==> config.mk <==
export PLATFORM = sky130hd
export DESIGN_NAME = zigzag_matrix_reorder_core
export DESIGN_NICKNAME = d
export VERILOG_FILES = /design/src/hdl/zmr_pkg.sv /design/src/hdl/zigzag_matrix_reorder_core.sv /design/src/hdl/zmr_store.sv /design/src/hdl/zmr_scan.sv /design/src/hdl/zmr_outq.sv
export SDC_FILE = /design/constraint.sdc
export NUM_CORES = 2
export LEC_CHECK = 0
export BUFFER_PORTS_ARGS = -buffer_cell sky130_fd_sc_hd__buf_2
export CORE_MARGIN = 4
export CORE_UTILIZATION = 55
export DETAILED_ROUTE_END_ITERATION = 8
export PLACE_DENSITY = 0.74
export SLEW_MARGIN = 20
export SYNTH_ARGS = -nofsm -noshare
export SYNTH_HDL_FRONTEND = slang
export SYNTH_SLANG_ARGS = --single-unit
==> constraint.sdc <==
create_clock -name clk -period 9.3 [get_ports clk]
set_clock_uncertainty 0.15 [all_clocks]
set_input_delay 1.86 -clock clk [delete_from_list [all_inputs] [get_ports clk]]
set_output_delay 1.86 -clock clk [all_outputs]
set_load 0.05 [all_outputs]
==> src/hdl/zmr_pkg.sv <==
// ----------------------------------------------------------------------------
// zmr_pkg
// Shared sizes, types and register codes for the zigzag matrix reorder block.
// ----------------------------------------------------------------------------
package zmr_pkg;

  localparam int MAX_ROWS = 8;
  localparam int MAX_COLS = 8;
  localparam int DEPTH    = MAX_ROWS * MAX_COLS;
  localparam int AW       = $clog2(DEPTH);
  localparam int DW       = 32;
  localparam int RW       = $clog2(MAX_ROWS);
  localparam int CW       = $clog2(MAX_COLS);
  localparam int SZW      = 4;
  localparam int CNTW     = 7;

  typedef logic [AW-1:0]        addr_t;
  typedef logic signed [DW-1:0] data_t;

  // Matrix size, each dimension minus one
  typedef struct packed {
    logic [RW-1:0] rows_m1;
    logic [CW-1:0] cols_m1;
  } dim_t;

  // Read request from the scan sequencer
  typedef struct packed {
    logic  vld;
    addr_t addr;
    logic  last;
  } rd_req_t;

  // One result word
  typedef struct packed {
    data_t data;
    logic  last;
  } out_word_t;

  typedef enum logic [0:0] {
    CFG_ROW_COUNT = 1'b0,
    CFG_COL_COUNT = 1'b1
  } cfg_idx_t;

  // Clamp a size register to 1..lim and return it minus one
  function automatic logic [2:0] size_m1(input logic [SZW-1:0] v,
                                         input logic [SZW-1:0] lim);
    logic [SZW-1:0] t;
    t = v;
    if (v == '0) begin
      t = SZW'(1);
    end else if (v > lim) begin
      t = lim;
    end
    t = t - SZW'(1);
    return t[2:0];
  endfunction

endpackage

==> src/hdl/zigzag_matrix_reorder_core.sv <==
// ----------------------------------------------------------------------------
// zigzag_matrix_reorder_core
// Loads a matrix in row-major order and emits it in zigzag diagonal order.
// ----------------------------------------------------------------------------
//
//  channel | direction | handshake           | payload
//  --------+-----------+---------------------+-------------------------------
//  in      | sink      | in_valid / in_stall | in_element_in
//  out     | source    | out_valid/out_stall | out_element_out, out_last_of_scan
//  cfg     | sink      | cfg_we              | cfg_index, cfg_wdata
//
//  Load accepts a word while in_stall is low; each word is written straight
//  into the element memory. The word that completes the matrix starts the
//  scan. The scan issues one memory read per cycle while the output queue
//  has room (single read port, registered read data). in_stall stays high
//  while reads remain.
//  Reset is synchronous, active low: sizes go to 8 by 8, the load count
//  clears. The memory is not cleared; no clearing pass runs.
//  out_stall throttles reads through the two-word output queue.
//
module zigzag_matrix_reorder_core (
  input  logic                 clk,
  input  logic                 rst_n,
  input  logic                 in_valid,
  output logic                 in_stall,
  input  logic signed [31:0]   in_element_in,
  output logic                 out_valid,
  input  logic                 out_stall,
  output logic signed [31:0]   out_element_out,
  output logic                 out_last_of_scan,
  input  logic                 cfg_we,
  input  logic [0:0]           cfg_index,
  input  logic [3:0]           cfg_wdata
);
  import zmr_pkg::*;

  logic [SZW-1:0]  row_cnt_r, col_cnt_r;
  logic [CNTW-1:0] load_cnt_r, load_cnt_nxt;
  logic [CNTW-1:0] total, ld_base, ld_inc;
  dim_t            dim;
  logic            in_acc, load_done, issue, pop;
  logic            rd_vld_r, rd_last_r;
  logic [1:0]      q_count, q_after_pop;
  rd_req_t         req;
  data_t           rd_data;
  out_word_t       head_word, push_word;

  // Configuration registers; any write discards a partly loaded matrix
  always_ff @(posedge clk) begin
    if (!rst_n) begin
      row_cnt_r <= SZW'(MAX_ROWS);
      col_cnt_r <= SZW'(MAX_COLS);
    end else if (cfg_we) begin
      unique case (cfg_idx_t'(cfg_index))
        CFG_ROW_COUNT: row_cnt_r <= cfg_wdata;
        CFG_COL_COUNT: col_cnt_r <= cfg_wdata;
        default: ;
      endcase
    end
  end

  assign dim.rows_m1 = size_m1(row_cnt_r, SZW'(MAX_ROWS));
  assign dim.cols_m1 = size_m1(col_cnt_r, SZW'(MAX_COLS));
  assign total = (CNTW'(dim.rows_m1) + CNTW'(1)) * (CNTW'(dim.cols_m1) + CNTW'(1));

  // Load side: hold input while the scan still has reads to issue
  assign in_stall  = req.vld;
  assign in_acc    = in_valid && !in_stall;
  assign ld_base   = (load_cnt_r >= total) ? '0 : load_cnt_r;
  assign ld_inc    = ld_base + CNTW'(1);
  assign load_done = in_acc && (ld_inc == total);

  always_comb begin
    load_cnt_nxt = load_cnt_r;
    if (cfg_we) begin
      load_cnt_nxt = '0;
    end else if (in_acc) begin
      load_cnt_nxt = load_done ? '0 : ld_inc;
    end
  end

  always_ff @(posedge clk) begin
    if (!rst_n) begin
      load_cnt_r <= '0;
    end else begin
      load_cnt_r <= load_cnt_nxt;
    end
  end

  // Issue a read only when the queue will have room for its read data
  assign pop         = out_valid && !out_stall;
  assign q_after_pop = q_count - 2'(pop);
  assign issue       = req.vld && ((q_after_pop + 2'(rd_vld_r)) < 2'd2);

  always_ff @(posedge clk) begin
    if (!rst_n) begin
      rd_vld_r <= 1'b0;
    end else begin
      rd_vld_r <= issue;
    end
  end

  always_ff @(posedge clk) begin
    if (issue) begin
      rd_last_r <= req.last;
    end
  end

  zmr_store u_store (
    .clk   (clk),
    .we    (in_acc),
    .waddr (ld_base[AW-1:0]),
    .wdata (in_element_in),
    .re    (issue),
    .raddr (req.addr),
    .rdata (rd_data)
  );

  zmr_scan u_scan (
    .clk   (clk),
    .rst_n (rst_n),
    .start (load_done),
    .dim   (dim),
    .adv   (issue),
    .req   (req)
  );

  assign push_word.data = rd_data;
  assign push_word.last = rd_last_r;

  zmr_outq u_outq (
    .clk       (clk),
    .rst_n     (rst_n),
    .push      (rd_vld_r),
    .push_word (push_word),
    .pop       (pop),
    .head_vld  (out_valid),
    .head_word (head_word),
    .count     (q_count)
  );

  assign out_element_out  = head_word.data;
  assign out_last_of_scan = head_word.last;

endmodule

==> src/hdl/zmr_store.sv <==
// ----------------------------------------------------------------------------
// zmr_store
// Element memory: one write port, one read port with registered read data.
// ----------------------------------------------------------------------------
module zmr_store (
  input  logic          clk,
  input  logic          we,
  input  zmr_pkg::addr_t waddr,
  input  zmr_pkg::data_t wdata,
  input  logic          re,
  input  zmr_pkg::addr_t raddr,
  output zmr_pkg::data_t rdata
);
  import zmr_pkg::*;

  data_t mem [DEPTH];
  data_t rdata_r;

  always_ff @(posedge clk) begin
    if (we) begin
      mem[waddr] <= wdata;
    end
  end

  always_ff @(posedge clk) begin
    if (re) begin
      rdata_r <= mem[raddr];
    end
  end

  assign rdata = rdata_r;

endmodule

==> src/hdl/zmr_scan.sv <==
// ----------------------------------------------------------------------------
// zmr_scan
// Zigzag sequencer: walks the diagonals and issues one read address per step.
// ----------------------------------------------------------------------------
module zmr_scan (
  input  logic             clk,
  input  logic             rst_n,
  input  logic             start,
  input  zmr_pkg::dim_t    dim,
  input  logic             adv,
  output zmr_pkg::rd_req_t req
);
  import zmr_pkg::*;

  logic          active_r, active_nxt;
  logic          up_r, up_nxt;
  logic [RW-1:0] r_r, r_nxt, tr_r, tr_nxt, br_r, br_nxt;
  logic [CW-1:0] c_r, c_nxt, tc_r, tc_nxt, bc_r, bc_nxt;
  logic          at_last, end_diag;
  addr_t         cols_ext;

  assign cols_ext = AW'(dim.cols_m1) + AW'(1);
  assign at_last  = (r_r == dim.rows_m1) && (c_r == dim.cols_m1);
  assign end_diag = up_r ? (r_r == tr_r) : (r_r == br_r);

  assign req.vld  = active_r;
  assign req.addr = AW'(r_r) * cols_ext + AW'(c_r);
  assign req.last = at_last;

  always_comb begin
    active_nxt = active_r;
    up_nxt     = up_r;
    r_nxt      = r_r;
    c_nxt      = c_r;
    tr_nxt     = tr_r;
    tc_nxt     = tc_r;
    br_nxt     = br_r;
    bc_nxt     = bc_r;
    if (start) begin
      active_nxt = 1'b1;
      up_nxt     = 1'b0;
      r_nxt      = '0;
      c_nxt      = '0;
      tr_nxt     = '0;
      tc_nxt     = '0;
      br_nxt     = '0;
      bc_nxt     = '0;
    end else if (active_r && adv) begin
      if (at_last) begin
        active_nxt = 1'b0;
      end else if (end_diag) begin
        // upper end runs along the top row, then down the right column
        if (tc_r != dim.cols_m1) begin
          tc_nxt = tc_r + CW'(1);
        end else begin
          tr_nxt = tr_r + RW'(1);
        end
        // lower end runs down the left column, then along the bottom row
        if (br_r != dim.rows_m1) begin
          br_nxt = br_r + RW'(1);
        end else begin
          bc_nxt = bc_r + CW'(1);
        end
        up_nxt = !up_r;
        if (!up_r) begin
          r_nxt = br_nxt;
          c_nxt = bc_nxt;
        end else begin
          r_nxt = tr_nxt;
          c_nxt = tc_nxt;
        end
      end else if (up_r) begin
        r_nxt = r_r - RW'(1);
        c_nxt = c_r + CW'(1);
      end else begin
        r_nxt = r_r + RW'(1);
        c_nxt = c_r - CW'(1);
      end
    end
  end

  always_ff @(posedge clk) begin
    if (!rst_n) begin
      active_r <= 1'b0;
    end else begin
      active_r <= active_nxt;
    end
  end

  always_ff @(posedge clk) begin
    up_r <= up_nxt;
    r_r  <= r_nxt;
    c_r  <= c_nxt;
    tr_r <= tr_nxt;
    tc_r <= tc_nxt;
    br_r <= br_nxt;
    bc_r <= bc_nxt;
  end

endmodule

==> src/hdl/zmr_outq.sv <==
// ----------------------------------------------------------------------------
// zmr_outq
// Two-word output queue between the memory read register and the result port.
// ----------------------------------------------------------------------------
module zmr_outq (
  input  logic               clk,
  input  logic               rst_n,
  input  logic               push,
  input  zmr_pkg::out_word_t push_word,
  input  logic               pop,
  output logic               head_vld,
  output zmr_pkg::out_word_t head_word,
  output logic [1:0]         count
);
  import zmr_pkg::*;

  logic [1:0] cnt_r, cnt_nxt;
  out_word_t  s0_r, s0_nxt, s1_r, s1_nxt;

  always_comb begin
    cnt_nxt = cnt_r + 2'(push) - 2'(pop);
    s0_nxt  = s0_r;
    s1_nxt  = s1_r;
    if (pop) begin
      s0_nxt = s1_r;
    end
    if (push) begin
      if ((cnt_r - 2'(pop)) == 2'd0) begin
        s0_nxt = push_word;
      end else begin
        s1_nxt = push_word;
      end
    end
  end

  always_ff @(posedge clk) begin
    if (!rst_n) begin
      cnt_r <= 2'd0;
    end else begin
      cnt_r <= cnt_nxt;
    end
  end

  always_ff @(posedge clk) begin
    s0_r <= s0_nxt;
    s1_r <= s1_nxt;
  end

  assign head_vld  = (cnt_r != 2'd0);
  assign head_word = s0_r;
  assign count     = cnt_r;

endmodule

Word-level counts from Yosys, hierarchy flattened
Memory sizes are Yosys's and may differ from the RTL's. A register that Yosys moved wholly into a read port is not among the register bits.
Index checks and enable logic that the tools add are counted.
{ "classes": {"add_sub_neg": 19, "mul": 2, "n_div": 0, "magnitude_cmp": 4, "n_eq_ne": 7, "n_shift": 0, "n_mux": 25, "bitwise": 4, "reduce_logical": 22} }
{ "op_table": {"columns": ["operator", "count"], "rows": [
  ["33-bit two-way mux", 3],
  ["3-bit two-way mux", 14],
  ["3-bit by 1-bit adder with 3-bit output, second input constant", 6],
  ["7-bit two-way mux", 2],
  ["3-bit by 1-bit adder with 4-bit output, second input constant", 3],
  ["3-bit == test", 4],
  ["3-bit by 1-bit subtractor with 3-bit output, second input constant", 4],
  ["2-bit AND reduction", 5],
  ["4-bit greater-than comparator, second input constant", 2],
  ["4-bit logical NOT", 2],
  ["7-bit by 1-bit adder with 7-bit output, second input constant", 1],
  ["7-bit == test", 1],
  ["7-bit greater-or-equal comparator", 1],
  ["4-bit by 4-bit multiplier with 7-bit output", 1],
  ["6-bit by 3-bit adder with 6-bit output", 1],
  ["1-bit logical AND", 6],
  ["3-bit by 6-bit multiplier with 6-bit output", 1],
  ["1-bit two-way mux", 6],
  ["3-bit != test", 2],
  ["2-bit nonzero test", 3],
  ["2-bit by 1-bit adder with 2-bit output", 2],
  ["1-bit NOT", 4],
  ["2-bit by 1-bit subtractor with 2-bit output", 2],
  ["1-bit logical NOT", 3],
  ["4 further kinds", 4]
]} }
{ "word_totals": {"reg_bits": 105, "latch_bits": 0, "ram_bits": 2048, "romBits": 0, "inputBits": 42, "out_inout_bits": 35, "memories": 1} }
{ "memory_table": {"columns": ["memory", "words", "word_bits", "read_ports", "rd_ports_with_merged_regs", "wr", "line", "source"], "rows": [
  ["u_store.mem", 64, 32, 1, 1, 1, "zmr_store.sv:16", "data_t mem [DEPTH];"]
]} }

Logic depth before layout (Yosys ltp)
{ "logic_depth": {"ltp_word": 13, "mapped_depth": 35, "depth_no_buf": 31} }

By module
A second synthesis with hierarchy kept.
{ "hier_totals": {"cells_unflattened": 3911, "hier_area_um2": 85276.8} }
{ "by_module_without_submodules": {"columns": ["mod", "n_inst", "cells_each", "area_per_inst_um2"], "rows": [
  ["zmr_store", 1, 3324, 78835.6],
  ["zmr_outq", 1, 153, 2720.1],
  ["zmr_scan", 1, 235, 1978.1],
  ["zigzag_matrix_reorder_core", 1, 199, 1742.9]
]} }

Worst setup path after synthesis
No wires, ideal clock.
{ "synth_path": {"path_kind": "register to register", "from": "reg col_cnt_r[1]", "to": "mem u_store.mem[53][0] (netlist bit) (enable)", "t_arrival_ns": 8.779, "t_required_ns": 8.648, "slack_ns": -0.130, "stages_incl_launch_ff": 27, "path_buffers": 2, "cell_sequence": "dfxtp_1 -> o21ba_2 -> nor2_1 -> clkinv_1 -> ha_1 -> buf_6 -> or4b_4 -> a31oi_4 -> nand2_1 -> fa_1 -> inv_1 -> fa_1 -> inv_1 -> fa_1 -> inv_1 -> a21o_1 -> a21oi_1 -> xnor2_1 -> xnor2_1 -> inv_1 -> ha_1 -> a21oi_1 -> o221ai_1 -> clkbuf_1 -> nor2_1 -> nand4_1 -> nor4_1"} }
{ "synth_via": {"elab_chain_len": 8, "word_cells_on_any_way": 9, "classes_between": "add/sub: 2; mul: 1; order compare: 2; mux: 3; reduce/logical: 1"} }
{ "synth_lines": {"columns": ["element", "line", "source"], "rows": [
  ["from (decl)", "zigzag_matrix_reorder_core.sv:37", "logic [SZW-1:0] row_cnt_r, col_cnt_r;"],
  ["from (signal assigned)", "zigzag_matrix_reorder_core.sv:52", "col_cnt_r <= SZW'(MAX_COLS);"],
  ["from (signal assigned)", "zigzag_matrix_reorder_core.sv:56", "CFG_COL_COUNT: col_cnt_r <= cfg_wdata;"],
  ["4-bit greater-than comparator", "zmr_pkg.sv:51", "end else if (v > lim) begin"],
  ["3-bit two-way mux", "zmr_pkg.sv:51", null],
  ["3-bit two-way mux *", "zmr_pkg.sv:49", "if (v == '0) begin"],
  ["3-bit by 1-bit subtractor with 3-bit output *", "zmr_pkg.sv:54", "t = t - SZW'(1);"],
  ["3-bit by 1-bit adder with 4-bit output *", "zigzag_matrix_reorder_core.sv:64", "assign total = (CNTW'(dim.rows_m1) + CNTW'(1)) * (CNTW'(dim.cols_m1) + CNTW'(1));"],
  ["4-bit by 4-bit multiplier with 7-bit output *", "zigzag_matrix_reorder_core.sv:64", null],
  ["7-bit greater-or-equal comparator *", "zigzag_matrix_reorder_core.sv:69", "assign ld_base = (load_cnt_r >= total) ? '0 : load_cnt_r;"],
  ["7-bit two-way mux *", "zigzag_matrix_reorder_core.sv:69", null],
  ["to (decl)", "zmr_store.sv:16", null]
]} }
Mark *: on every way between the ends. The rest lies on a longest branch, timed or not.

Final worst setup path
{ "layout_path": {"from": "reg col_cnt_r[2]", "to": "reg u_scan.r_r[0]"} }
{ "layout_via": {"elab_chain_len": 11, "word_cells_on_any_way": 20, "classes_between": "add/sub: 3; mul: 1; order compare: 2; eq/ne: 3; mux: 6; bitwise: 1; reduce/logical: 4"} }
{ "layout_lines": {"columns": ["element", "line", "source"], "rows": [
  ["4-bit greater-than comparator", "zmr_pkg.sv:51", null],
  ["3-bit two-way mux", "zmr_pkg.sv:51", null],
  ["3-bit two-way mux *", "zmr_pkg.sv:49", null],
  ["3-bit by 1-bit subtractor with 3-bit output *", "zmr_pkg.sv:54", null],
  ["3-bit by 1-bit adder with 4-bit output", "zigzag_matrix_reorder_core.sv:64", null],
  ["4-bit by 4-bit multiplier with 7-bit output", "zigzag_matrix_reorder_core.sv:64", null],
  ["7-bit greater-or-equal comparator", "zigzag_matrix_reorder_core.sv:69", null],
  ["7-bit two-way mux", "zigzag_matrix_reorder_core.sv:69", null],
  ["7-bit by 1-bit adder with 7-bit output", "zigzag_matrix_reorder_core.sv:70", "assign ld_inc = ld_base + CNTW'(1);"],
  ["7-bit == test", "zigzag_matrix_reorder_core.sv:71", "assign load_done = in_acc && (ld_inc == total);"],
  ["1-bit logical AND", "zigzag_matrix_reorder_core.sv:71", null],
  ["to (signal assigned)", "zmr_scan.sv:92", "r_r <= r_nxt;"],
  ["to (decl)", "zmr_scan.sv:17", "logic [RW-1:0] r_r, r_nxt, tr_r, tr_nxt, br_r, br_nxt;"]
]} }
Marked as above.
A chain may end at the register's enable or synchronous reset.

==> run summary <==
The count of cell types in the netlist is 63. STA classifies the critical path startpoint as a flip-flop. The final layout contains 4,152 nets. The clock net in this run drives a total of 2,185 sinks. The detail route stage leaves a number of antenna-violating nets equal to 0.

The tools report the first-pass detailed-route iteration total as 6. The run gives 95,700 um2 as the final design area excluding fillers. Number of cells on the worst reg-to-reg path: 32. Counting stages on the worst path, the most repeated cell is sky130_fd_sc_hd__inv_1. The clock-pin slew on the worst setup and hold paths was 60 ps.

Synthesis produced a netlist with a net count of 3,912. Of all cell types, the one taking the most synthesized area is sky130_fd_sc_hd__edfxtp_1. The total power divided by cell area was 315 nW/um2; the worst-skew pair later-pin latency was 850 ps. Counting flops with a built-in enable in the synthesized netlist gives 2,114.

The tools report the warning count from the yosys run as 0. The final number of setup-violating endpoints was 0. The setup path with the least slack is of type flip-flop to flip-flop. The tools report the data arrival time of the critical path as 9000 ps.

Once the clock tree was built, the resizer swapped 0 gates to a different size. The number of input and output port buffers inserted works out to 76. Setup repair after global routing left no endpoint under its margin. The internal reg-to-reg setup slack was 860 ps. The level count of the clock H-tree was 4; the final RePlAce weighted congestion was 0.871.

Summing all placed instances gives a cell area of 88,900 um2. The largest individual stage delay along the critical path comes from the cell sky130_fd_sc_hd__a21oi_4. Maximum fanout along the worst path: 23.

After the first detailed-routing iteration, the DRC count stood at 6,571. Counting the buffers created by CTS gives 206. The tool flagged a number of max-cap violations equal to 0. The fraction of registers with async set or reset after synthesis works out to 0.

The run gives 19 as the number of antenna violations at the first check in global routing. The flow ran to the end, and the final reports show no timing, DRC or antenna violations. For the remaining max-slew budget at the tightest pin, the log shows 0.251. After detailed routing, the number of remaining DRC violations is 0.

The share of Yosys cell area claimed by the top area cell type works out to 0.748. The max-slew violation count is 0, and the final critical delay including setup and external delays is 8440 ps. The number of filler cells placed in the layout was 9,797.

The sort of element at the end of the critical path was a flip-flop. TritonCTS built the clock tree. The logs give 41.3k for the number of global-route vias before repair and 130,000 um for the final HPWL from detailed placement. CTS placed an instance of sky130_fd_sc_hd__clkbuf_16 at the clock tree root. Measured along the y axis, the die boundary spans 401 um. The run gives 0 as the final-report hold violation count. Entering global routing, the biggest net connects 108 pins. Most common cell after layout, fill and taps aside: sky130_fd_sc_hd__edfxtp_1.

The total core area is 153,000 um2. The largest stage delay on the critical path was 660 ps. Buffer count from post-CTS setup fixing: 0. The share of the yosys chip area belonging to registers was 0.764.

In the layout the commonest cells are sky130_fd_sc_hd__edfxtp_1, sky130_fd_sc_hd__mux4_2, sky130_fd_sc_hd__clkbuf_16, sky130_fd_sc_hd__nand2_1, sky130_fd_sc_hd__buf_4. The logs give 0.627 for the post-route core utilization and 41.9k for the total via count in the routed design. The register bit total from synthesis is 2,185, and the number of placed I/O pins is 77.

The share of layout cells above drive strength 1 works out to 0.300. The final clock period utilization by the worst path was 0.908; the worst-case clock buffer depth was 3. The number of hold-repair buffers added at the cts stage is 0, and the number of cells on the worst hold path is 0.

In this run the horizontal extent of the chip is 401 um. For this block, the routed nets add up to 220,000 um of wire. The slew at the pin closest to its max-slew limit was 1120 ps; the leakage dissipation was 0.0299 uW.

In this run the core area contains 143 standard-cell rows. The post-detailed-route wirelength per cell was 35.0 um. After global routing the overflow that remains totals 0. The first global-routing pass estimated 314,000 um of wire. The die covers 161,000 um2. The area added between synthesis and finish is 12.7%. Dividing the detail-routed via count by the number of cells gives 6.67.

Synthesis produced a netlist whose cell count is 3,824. IR analysis of the VDD net gives a maximum drop of 0.326 mV. The global-route usage over all layers was 0.275.

In this run the cell area of the synthesized design comes to 84,900 um2. A synthesized cell averages 22.2 um2. The flip-flop cell with the highest count after synthesis was sky130_fd_sc_hd__edfxtp_1.

The type of the most critical hold path is flip-flop to flip-flop. Sorting the synthesized cells by area gives the leading types as sky130_fd_sc_hd__edfxtp_1, sky130_fd_sc_hd__mux4_2, sky130_fd_sc_hd__dfxtp_1. The required time of the worst setup path was 9850 ps.

The run gives 0.556 as the initial standard-cell utilization of the core. For this run, the top clock speed supported by timing is 0.118 GHz.
==> sequential cells by signal (all words and copies together), names as in the netlist <==
signal / count
u_scan.bc_r: 3
u_outq.count: 2
u_scan.up_r: 1
u_scan.br_r: 3
u_scan.r_r: 3
u_store.rdata: 32
u_store.mem: 2048
u_scan.c_r: 3
load_cnt_r: 7
rd_last_r: 1
col_cnt_r: 4
row_cnt_r: 4
u_outq.head_word: 33
u_scan.tc_r: 3
u_scan.active_r: 1
u_outq.s1_r: 33
rd_vld_r: 1
u_scan.tr_r: 3
==> through the flow <==
step | setup slack (ps) | total power, uW | cells | TNS, ps | hold slack (ps)
2_1_floorplan | -130 | 18000 | 3824 | -23690 | 277
3_3_place_gp | 1040 | 21900 | 5878 | 0 | 284
3_5_place_dp | 921 | 22000 | 5881 | 0 | 288
4_1_cts | 935 | 30200 | 6266 | 0 | 304
5_1_grt | 233 | 31100 | 6271 | 0 | 315
6_report | 856 | 30100 | 6276 | 0 | 302
==> where the power goes <==
part / internal, uW / leakage [uW] / total, uW / switching [uW]
sequential: 11000 / 0.0196 / 11100 / 101
combinational: 4490 / 0.00708 / 10800 / 6320
clock: 4610 / 0.00323 / 8230 / 3620
==> cells by family (layout without fill, tap and decap cells) <==
logic type                 Yosys count  count (layout)  share of synthesized area
buffers and inverters              244             661                     0.0123
muxes                              650             650                      0.170
other                                0               5                          0
AOI/OAI and AO/OA                  189             189                     0.0152
xor gates and xnor gates            52              52                    0.00617
and+or+nand+nor                    458             458                     0.0243
DFF                               2185            2185                      0.764
adders and majority gates           46              46                    0.00766
==> metal layers <==
layer / track usage / up-vias / share of wire
met3: 0.0700 / 394 / 0.12
li1: - / 16517 / -
met1: 0.384 / 21940 / 0.36
met5: 0 / - / 0.00026
met4: 0.0938 / 8 / 0.038
met2: 0.430 / 2993 / 0.48
==> worst max-delay path: cells and delay by family, from the launching register on <==
| kind | cells | cell delay [ps] |
|---|---|---|
| adders and majority gates | 6 | 2390 |
| and+or+nand+nor | 8 | 1930 |
| xor gates and xnor gates | 3 | 740 |
| DFF | 1 | 360 |
| AOI/OAI and AO/OA | 9 | 1870 |
| buffers and inverters | 6 | 850 |
==> Yosys cell counts, types with 3 or more instances <==
cell                       number
sky130_fd_sc_hd__a211oi_1      39
sky130_fd_sc_hd__a211oi_2       3
sky130_fd_sc_hd__a21boi_0       5
sky130_fd_sc_hd__a21o_1         5
sky130_fd_sc_hd__a21oi_1       18
sky130_fd_sc_hd__a31oi_1       73
sky130_fd_sc_hd__and2_0         5
sky130_fd_sc_hd__and2_1        17
sky130_fd_sc_hd__and3_1         3
sky130_fd_sc_hd__buf_1          9
sky130_fd_sc_hd__buf_2         66
sky130_fd_sc_hd__buf_4          6
sky130_fd_sc_hd__buf_6          3
sky130_fd_sc_hd__clkbuf_1     118
sky130_fd_sc_hd__clkinv_1       4
sky130_fd_sc_hd__dfxtp_1       71
sky130_fd_sc_hd__edfxtp_1    2114
sky130_fd_sc_hd__fa_1          10
sky130_fd_sc_hd__ha_1          36
sky130_fd_sc_hd__inv_1         37
sky130_fd_sc_hd__mux2i_1       13
sky130_fd_sc_hd__mux4_2       634
sky130_fd_sc_hd__nand2_1      180
sky130_fd_sc_hd__nand2b_1       9
sky130_fd_sc_hd__nand3_1       24
sky130_fd_sc_hd__nand3b_1       3
sky130_fd_sc_hd__nand4_1        7
sky130_fd_sc_hd__nor2_1       139
sky130_fd_sc_hd__nor2b_1       33
sky130_fd_sc_hd__nor3_1         9
sky130_fd_sc_hd__nor3_2         3
sky130_fd_sc_hd__nor4_1        10
sky130_fd_sc_hd__o211ai_1       6
sky130_fd_sc_hd__o21ai_0       20
sky130_fd_sc_hd__or3_1          5
sky130_fd_sc_hd__or4_1          3
sky130_fd_sc_hd__xnor2_1       28
sky130_fd_sc_hd__xnor3_1        5
sky130_fd_sc_hd__xor2_1        19
==> worst paths after layout <==
check | endpoint | from
setup / recovery | u_scan.r_r[0]$_SDFFE_PP0P_ | col_cnt_r[2]$_SDFFE_PN0P_
setup reg to reg | u_scan.r_r[0]$_SDFFE_PP0P_ | col_cnt_r[2]$_SDFFE_PN0P_
hold reg to reg | u_outq.s1_r[12]$_DFFE_PP_ | u_store.rdata[11]$_DFFE_PP_
hold / removal | u_outq.s1_r[12]$_DFFE_PP_ | u_store.rdata[11]$_DFFE_PP_
==> cell type report <==
class | count | area, um2 | share of cell area
antenna | 5 | 12.5 | 0.000131
clock buffer | 267 | 5560 | 0.0581
inverter | 42 | 158 | 0.00165
sequential | 2185 | 64900 | 0.678
timing repair buffer | 234 | 1900 | 0.0198
clock inverter | 118 | 1040 | 0.0109
tap | 2030 | 2540 | 0.0265
multi-input combinational | 1395 | 19600 | 0.205
(Power assumes the default switching activity.)
